==> config.mk <==
export PLATFORM = sky130hd
export DESIGN_NAME = signed_divider_remainder_top
export DESIGN_NICKNAME = d
export VERILOG_FILES = /design/src/sv/sdr_pkg.sv /design/src/sv/sdr_ctrl.sv /design/src/sv/sdr_dp.sv /design/src/sv/signed_divider_remainder_top.sv
export SDC_FILE = /design/constraint.sdc
export NUM_CORES = 1
export LEC_CHECK = 0
export ABC_AREA = 1
export BUFFER_PORTS_ARGS = -buffer_cell sky130_fd_sc_hd__buf_4
export CORE_MARGIN = 1.5
export CORE_UTILIZATION = 25
export DETAILED_ROUTE_END_ITERATION = 6
export GPL_TIMING_DRIVEN = 1
export PLACE_DENSITY = 0.53
export SYNTH_ARGS = -nofsm -noshare
export SYNTH_HDL_FRONTEND = slang
export SYNTH_SLANG_ARGS = --single-unit
==> constraint.sdc <==
create_clock -name i_clk -period 4.4 [get_ports i_clk]
set_clock_uncertainty 0.05 [all_clocks]
set_input_delay 0.66 -clock i_clk [delete_from_list [all_inputs] [get_ports i_clk]]
set_output_delay 0.66 -clock i_clk [all_outputs]
set_load 0.03 [all_outputs]
==> src/sv/sdr_pkg.sv <==
// ----------------------------------------------------------------------------
// sdr_pkg
// Shared widths, controller commands and helpers for the signed divider.
// ----------------------------------------------------------------------------
package sdr_pkg;

    localparam int DATA_WIDTH = 32;
    localparam int CNT_W      = $clog2(DATA_WIDTH);

    // per-cycle commands from the controller to the datapath
    typedef struct packed {
        logic load;     // capture operands and set up the magnitudes
        logic step;     // one restoring-division step
        logic publish;  // sign fix-up into the output register
    } t_dp_cmd;

    function automatic logic [DATA_WIDTH-1:0] magnitude(input logic [DATA_WIDTH-1:0] v);
        magnitude = v[DATA_WIDTH-1] ? (~v + DATA_WIDTH'(1)) : v;
    endfunction

endpackage

==> src/sv/sdr_ctrl.sv <==
// ----------------------------------------------------------------------------
// sdr_ctrl
// Sequencer for the divider: accept, iterate one quotient bit per cycle,
// then fix the signs into the output register when it is free.
// ----------------------------------------------------------------------------
module sdr_ctrl (
    input  logic            i_clk,
    input  logic            i_rst_n,
    input  logic            i_valid,
    output logic            o_stall,
    output logic            o_valid,
    input  logic            i_stall,
    output sdr_pkg::t_dp_cmd o_cmd
);

    localparam logic [1:0] ST_IDLE = 2'd0;
    localparam logic [1:0] ST_DIV  = 2'd1;
    localparam logic [1:0] ST_FIX  = 2'd2;

    logic [1:0]               r_state, n_state;
    logic [sdr_pkg::CNT_W-1:0] r_count, n_count;
    logic                     r_out_valid, n_out_valid;
    logic                     out_free;

    // output register is free when empty or its beat leaves this cycle
    assign out_free = !r_out_valid || !i_stall;

    always_comb begin
        n_state       = r_state;
        n_count       = r_count;
        n_out_valid   = r_out_valid && i_stall;
        o_cmd.load    = 1'b0;
        o_cmd.step    = 1'b0;
        o_cmd.publish = 1'b0;
        case (r_state)
            ST_IDLE: begin
                if (i_valid) begin
                    o_cmd.load = 1'b1;
                    n_count    = sdr_pkg::CNT_W'(sdr_pkg::DATA_WIDTH - 1);
                    n_state    = ST_DIV;
                end
            end
            ST_DIV: begin
                o_cmd.step = 1'b1;
                if (r_count == '0) begin
                    n_state = ST_FIX;
                end else begin
                    n_count = r_count - sdr_pkg::CNT_W'(1);
                end
            end
            ST_FIX: begin
                if (out_free) begin
                    o_cmd.publish = 1'b1;
                    n_out_valid   = 1'b1;
                    n_state       = ST_IDLE;
                end
            end
            default: begin
                n_state = ST_IDLE;
            end
        endcase
    end

    always_ff @(posedge i_clk) begin
        if (!i_rst_n) begin
            r_state     <= ST_IDLE;
            r_count     <= '0;
            r_out_valid <= 1'b0;
        end else begin
            r_state     <= n_state;
            r_count     <= n_count;
            r_out_valid <= n_out_valid;
        end
    end

    assign o_stall = (r_state != ST_IDLE);
    assign o_valid = r_out_valid;

endmodule

==> src/sv/sdr_dp.sv <==
// ----------------------------------------------------------------------------
// sdr_dp
// Divider datapath: magnitude setup, restoring shift-subtract step,
// sign fix-up and the output register.
// ----------------------------------------------------------------------------
module sdr_dp (
    input  logic                                i_clk,
    input  sdr_pkg::t_dp_cmd                    i_cmd,
    input  logic signed [sdr_pkg::DATA_WIDTH-1:0] i_dividend,
    input  logic signed [sdr_pkg::DATA_WIDTH-1:0] i_divisor,
    output logic signed [sdr_pkg::DATA_WIDTH-1:0] o_quotient,
    output logic signed [sdr_pkg::DATA_WIDTH-1:0] o_rest,
    output logic                                o_zero_divisor,
    output logic                                o_overflowed
);

    localparam int W = sdr_pkg::DATA_WIDTH;

    logic [W-1:0] r_a;      // dividend magnitude, shifts out into the quotient
    logic [W-1:0] r_b;      // divisor magnitude
    logic [W-1:0] r_r;      // partial remainder
    logic         r_num_neg;
    logic         r_q_neg;
    logic         r_dz;
    logic         r_ov;
    logic [W-1:0] r_quot;
    logic [W-1:0] r_rest;
    logic         r_dz_out;
    logic         r_ov_out;

    logic [W:0]   shifted;
    logic [W:0]   diff;
    logic [W-1:0] q_fix;
    logic [W-1:0] r_fix;
    logic [W-1:0] most_neg;

    assign most_neg = {1'b1, {(W-1){1'b0}}};
    assign shifted  = {r_r, r_a[W-1]};
    assign diff     = shifted - {1'b0, r_b};

    assign q_fix = r_dz ? '0 : (r_q_neg   ? (~r_a + W'(1)) : r_a);
    assign r_fix = r_dz ? '0 : (r_num_neg ? (~r_r + W'(1)) : r_r);

    always_ff @(posedge i_clk) begin
        if (i_cmd.load) begin
            r_a       <= sdr_pkg::magnitude(i_dividend);
            r_b       <= sdr_pkg::magnitude(i_divisor);
            r_r       <= '0;
            r_num_neg <= i_dividend[W-1];
            r_q_neg   <= i_dividend[W-1] ^ i_divisor[W-1];
            r_dz      <= (i_divisor == '0);
            r_ov      <= (i_dividend == most_neg) && (i_divisor == '1);
        end else if (i_cmd.step) begin
            // borrow set: trial subtraction failed, keep the shifted value
            if (diff[W]) begin
                r_r <= shifted[W-1:0];
                r_a <= {r_a[W-2:0], 1'b0};
            end else begin
                r_r <= diff[W-1:0];
                r_a <= {r_a[W-2:0], 1'b1};
            end
        end
        if (i_cmd.publish) begin
            r_quot   <= q_fix;
            r_rest   <= r_fix;
            r_dz_out <= r_dz;
            r_ov_out <= r_ov;
        end
    end

    assign o_quotient     = r_quot;
    assign o_rest         = r_rest;
    assign o_zero_divisor = r_dz_out;
    assign o_overflowed   = r_ov_out;

endmodule

==> src/sv/signed_divider_remainder_top.sv <==
// sequence: load, then W restoring steps of one quotient bit each, then the
// sign fix-up, which waits while a stalled result beat blocks it; a new item
// is accepted only after the fix-up of the last one
// the output register holds a finished result while the next item divides
// reset (synchronous, active low) clears the sequencer and the output valid
// ----------------------------------------------------------------------------
// signed_divider_remainder_top
// Signed divider giving the truncated quotient and the dividend-signed
// remainder, with divide-by-zero and overflow flags.
// ----------------------------------------------------------------------------
module signed_divider_remainder_top (
    input  logic                                i_clk,
    input  logic                                i_rst_n,
    input  logic                                i_valid,
    output logic                                o_stall,
    input  logic signed [sdr_pkg::DATA_WIDTH-1:0] i_dividend,
    input  logic signed [sdr_pkg::DATA_WIDTH-1:0] i_divisor,
    output logic                                o_valid,
    input  logic                                i_stall,
    output logic signed [sdr_pkg::DATA_WIDTH-1:0] o_quotient,
    output logic signed [sdr_pkg::DATA_WIDTH-1:0] o_rest,
    output logic                                o_zero_divisor,
    output logic                                o_overflowed
);

    sdr_pkg::t_dp_cmd cmd;

    sdr_ctrl u_ctrl (
        .i_clk   (i_clk),
        .i_rst_n (i_rst_n),
        .i_valid (i_valid),
        .o_stall (o_stall),
        .o_valid (o_valid),
        .i_stall (i_stall),
        .o_cmd   (cmd)
    );

    sdr_dp u_dp (
        .i_clk          (i_clk),
        .i_cmd          (cmd),
        .i_dividend     (i_dividend),
        .i_divisor      (i_divisor),
        .o_quotient     (o_quotient),
        .o_rest         (o_rest),
        .o_zero_divisor (o_zero_divisor),
        .o_overflowed   (o_overflowed)
    );

endmodule

==> impl_metrics.csv <==
group,metric,value,unit
floorplan,die_y,227,um
job,drv_cap,0,
cts,clkSinkCount,174,
grt,grt_use_total,16.1,%
routing,ant_nets,0,
sta,min_period_over_period,66.7,%
cells_and_area,fin_nets,2065,
setup_path,path_cells,"inv_1, ha_1, fa_1, inv_1, nand2_1, nand2_1, nand3_1, nand2_2, nand2_1, nand2_2, nand2_2, nand3_2, buf_4, nand2_4, nand2_1, o21ai_0",
setup_path,required,4.56,ns
power_and_ir_drop,power_density,525,nW/um^2
routing,drc,0,
routing,first_pass_iters,5,
setup_path,timing.critical_path.from,"u_dp.r_a[31]",
cts,ctsRootBufferMaster,"clkbuf_16",
sta,fmax,341,MHz
power_and_ir_drop,total_power,7.80,mW
cts,cts_buffers,17,
sta,final.setup.tns,0,ns
routing,wirelength,41400,um
setup_path,crit_path_start_kind,"flip-flop",
cts,clkTransAtPathRegs,0.09,ns
yosys,syn_area_per_cell,6.83,sq um
sta,finalCriticalPeriod,2.93,ns
outcome,status,"finished, final reports clean",
yosys,synth_seq_area_share,38.5,%
setup_path,r2r_end,"u_dp.r_a[0]",
grt,grt_pass1_vias,11100,
routing,drt-initial-drc-count,1062,
cts,postCtsResizedCells,0,
sta,slew_viol_final,0,
routing,detail_route.vias_per_cell,4.57,
grt,grt_start_max_net_pins,41,
setup_path,r2r_start,"u_dp.r_a[31]",
sta,setup_viol,0,
setup_path,end_kind,"flip-flop",
floorplan,die_x,227,um
grt,antenna_found_initial,2,
setup_path,slowest_stage,"fa_1",
yosys,synthTopCellsByArea,"edfxtp_1 32%, nand2_1 16%, inv_1 9.5%",
cts,ctsHoldBuffers,0,
setup_path,timing.critical_path.mode_cell,"nand2_1",
grt,grt_pass1_wl,62700,um
power_and_ir_drop,total_leakage_power,7.14,nW
yosys,netlist_instances,1836,
placement,dp_hpwl,33400,um
yosys,syn_nets,1944,
setup_path,worst-path-buf-inv,3,
floorplan,pin_count,136,
sta,hold_viol,0,
sta,rsz0062_at_grt,"false",
power_and_ir_drop,vdd_ir_drop_max,0.350,mV
cells_and_area,antenna_cells,0,
yosys,synth-async-reset-ratio,0,%
placement,gp_congestion,0.950,
setup_path,crit_cells,16,
placement,io_buffers,135,
setup_path,critical_path_arrival,3.10,ns
floorplan,start_util,25.5,%
min_path,hp-class,"flip-flop to flip-flop",
setup_path,reg2reg_slack,1.47,ns
cts,cts_setup_buffers,0,
yosys,synth_edf_count,134,
yosys,synth_area,12500,sq um
setup_path,cpLargestDelayFamily,"simple AND/OR/NAND/NOR gates",
cts,cts_max_path_buffers,2,
cells_and_area,area_growth,18.6,%
cts,htreeDepth,4,
routing,drt-wirelength-per-cell,15.7,um
cts,cts_tree,"built",
floorplan,rows,81,
yosys,synth_cell_types,44,
cells_and_area,drive_gt1_share,10.4,%
yosys,ys.flop_type,"edfxtp_1",
sta,timing.slew.headroom,39.3,%
grt,grt-ovfl-total,0,
setup_path,cp_max_fo,33,
cts,clock_latency,0.47,ns
yosys,synth-seq-cells,174,
yosys,synth_top_cell_area_share,32.1,%
setup_path,worstRegToRegCells,16,
floorplan,die-area,51500,sq um
routing,via_count,12000,
yosys,yosysTopAreaCell,"edfxtp_1",
setup_path,critPathCapture,"u_dp.r_a[0]",
sta,tightest_slew,0.909,ns
setup_path,path_class,"flip-flop to flip-flop",
yosys,yosysWarnings,0,
floorplan,core_area,49200,sq um
setup_path,max_stage_delay,0.39,ns
[worst register-to-register path, stage by stage, from the launching register on]
cell	delay, ns
edfxtp_1	0.38
inv_1	0.08
ha_1	0.21
fa_1	0.39
inv_1	0.09
nand2_1	0.07
nand2_1	0.08
nand3_1	0.08
nand2_2	0.11
nand2_1	0.08
nand2_2	0.08
nand2_2	0.07
nand3_2	0.05
buf_4	0.35
nand2_4	0.32
nand2_1	0.12
o21ai_0	0.08
[worst min path at each step]
stage	cells past startpoint	from	endpoint
after floorplan	0	u_dp.r_ov	u_dp.o_overflowed
final	0	u_dp.r_ov	u_dp.o_overflowed
after global placement	0	u_dp.r_ov	u_dp.o_overflowed
after detailed placement	0	u_dp.r_ov	u_dp.o_overflowed
after global routing	1	i_divisor[0]	u_dp.r_b[0]
after CTS	0	u_dp.r_ov	u_dp.o_overflowed
[cells in the final DEF (no fill, tap or decap), drive strengths merged]
cell type and n:
nand2 552, inv 330, nor2 182, buf 144, nand3 143, edfxtp 134
o21ai 105, a21oi 86, nor3 50, xor2 48, dfxtp 40, ha 39
nand4 29, clkbuf 18, xnor2 13, nor4 9, and2 8, or2 7
a31oi 6, clkinv 6, nand3b 4, and3 3, o21a 3, a41oi 2
o211ai 2, o21bai 2, o22ai 1, o41ai 1, a221oi 1, o31ai 1
fa 1
[layer usage]
layer | GRT usage [%] | routed length, um | share of wire, % | up-vias
met2 | 25.0 | 18500 | 45 | 372
li1 | - | - | - | 6121
met1 | 22.6 | 19600 | 47 | 5497
met3 | 2.13 | 2360 | 5.7 | 46
met4 | 5.78 | 1020 | 2.5 | 0
met5 | 0 | 0 | 0 | -
[registers in the layout, indices dropped and copies added, names as in the netlist]
| name | cells |
|---|---|
| u_ctrl.o_valid | 1 |
| u_ctrl.r_count | 5 |
| u_ctrl.r_state | 2 |
| u_dp.o_overflowed | 1 |
| u_dp.o_quotient | 32 |
| u_dp.o_rest | 32 |
| u_dp.o_zero_divisor | 1 |
| u_dp.r_a | 32 |
| u_dp.r_b | 32 |
| u_dp.r_dz | 1 |
| u_dp.r_num_neg | 1 |
| u_dp.r_ov | 1 |
| u_dp.r_q_neg | 1 |
| u_dp.r_r | 32 |
[per-stage QoR]
stage	hold WS [ns]	std cells	setup WS (ns)	area (sq um)	utilization, %
floorplan	0.350	1836	0.326	12500	-
global placement	0.363	2602	1.54	14300	29.0
detailed placement	0.359	2602	1.50	14300	29.0
CTS	0.380	2634	1.48	14900	30.2
global route	0.384	2634	1.20	14900	30.2
finish	0.378	2634	1.47	14900	30.2
[Yosys cell counts (3+ instances only)]
| cell | n |
|---|---|
| nand2_1 | 544 |
| inv_1 | 318 |
| nor2_1 | 176 |
| nand3_1 | 142 |
| edfxtp_1 | 134 |
| o21ai_0 | 104 |
| a21oi_1 | 85 |
| xor2_1 | 48 |
| nor3_1 | 47 |
| dfxtp_1 | 40 |
| ha_1 | 39 |
| clkbuf_1 | 30 |
| nand4_1 | 29 |
| xnor2_1 | 13 |
| nor4_1 | 9 |
| and2_1 | 8 |
| a31oi_1 | 6 |
| buf_2 | 6 |
| nand2_2 | 6 |
| nor2_2 | 6 |
| or2_2 | 5 |
| nand3b_1 | 4 |
| and3_1 | 3 |
| buf_4 | 3 |
| inv_2 | 3 |
| o21a_1 | 3 |
[report_power, final]
part	internal (mW)	total, mW	leakage, nW	switching, mW
Combinational	1.19	3.84	5.26	2.65
Clock	0.766	1.52	0.289	0.751
Sequential	2.11	2.44	1.59	0.327
[layout make-up]
type / count / area [sq um]
Fill cell: 5376 / 34300
Clock buffer: 18 / 429
Inverter: 322 / 1210
Multi-Input combinational cell: 1298 / 6320
Sequential cell: 174 / 4820
Clock inverter: 14 / 163
Timing Repair Buffer: 144 / 1080
Tap cell: 664 / 831
[logic make-up (layout without fill, tap and decap cells)]
logic type      count (synthesis)  count (layout)  share of synthesized area, %
compound gates                210             210                          8.77
xor+xnor                       61              61                          4.26
fa+ha+maj                      40              40                          4.05
buf+inv                       364             498                          11.1
flops                         174             174                          38.5
simple gates                  987             987                          33.3
Note: power is estimated with default switching activity, not from simulation.
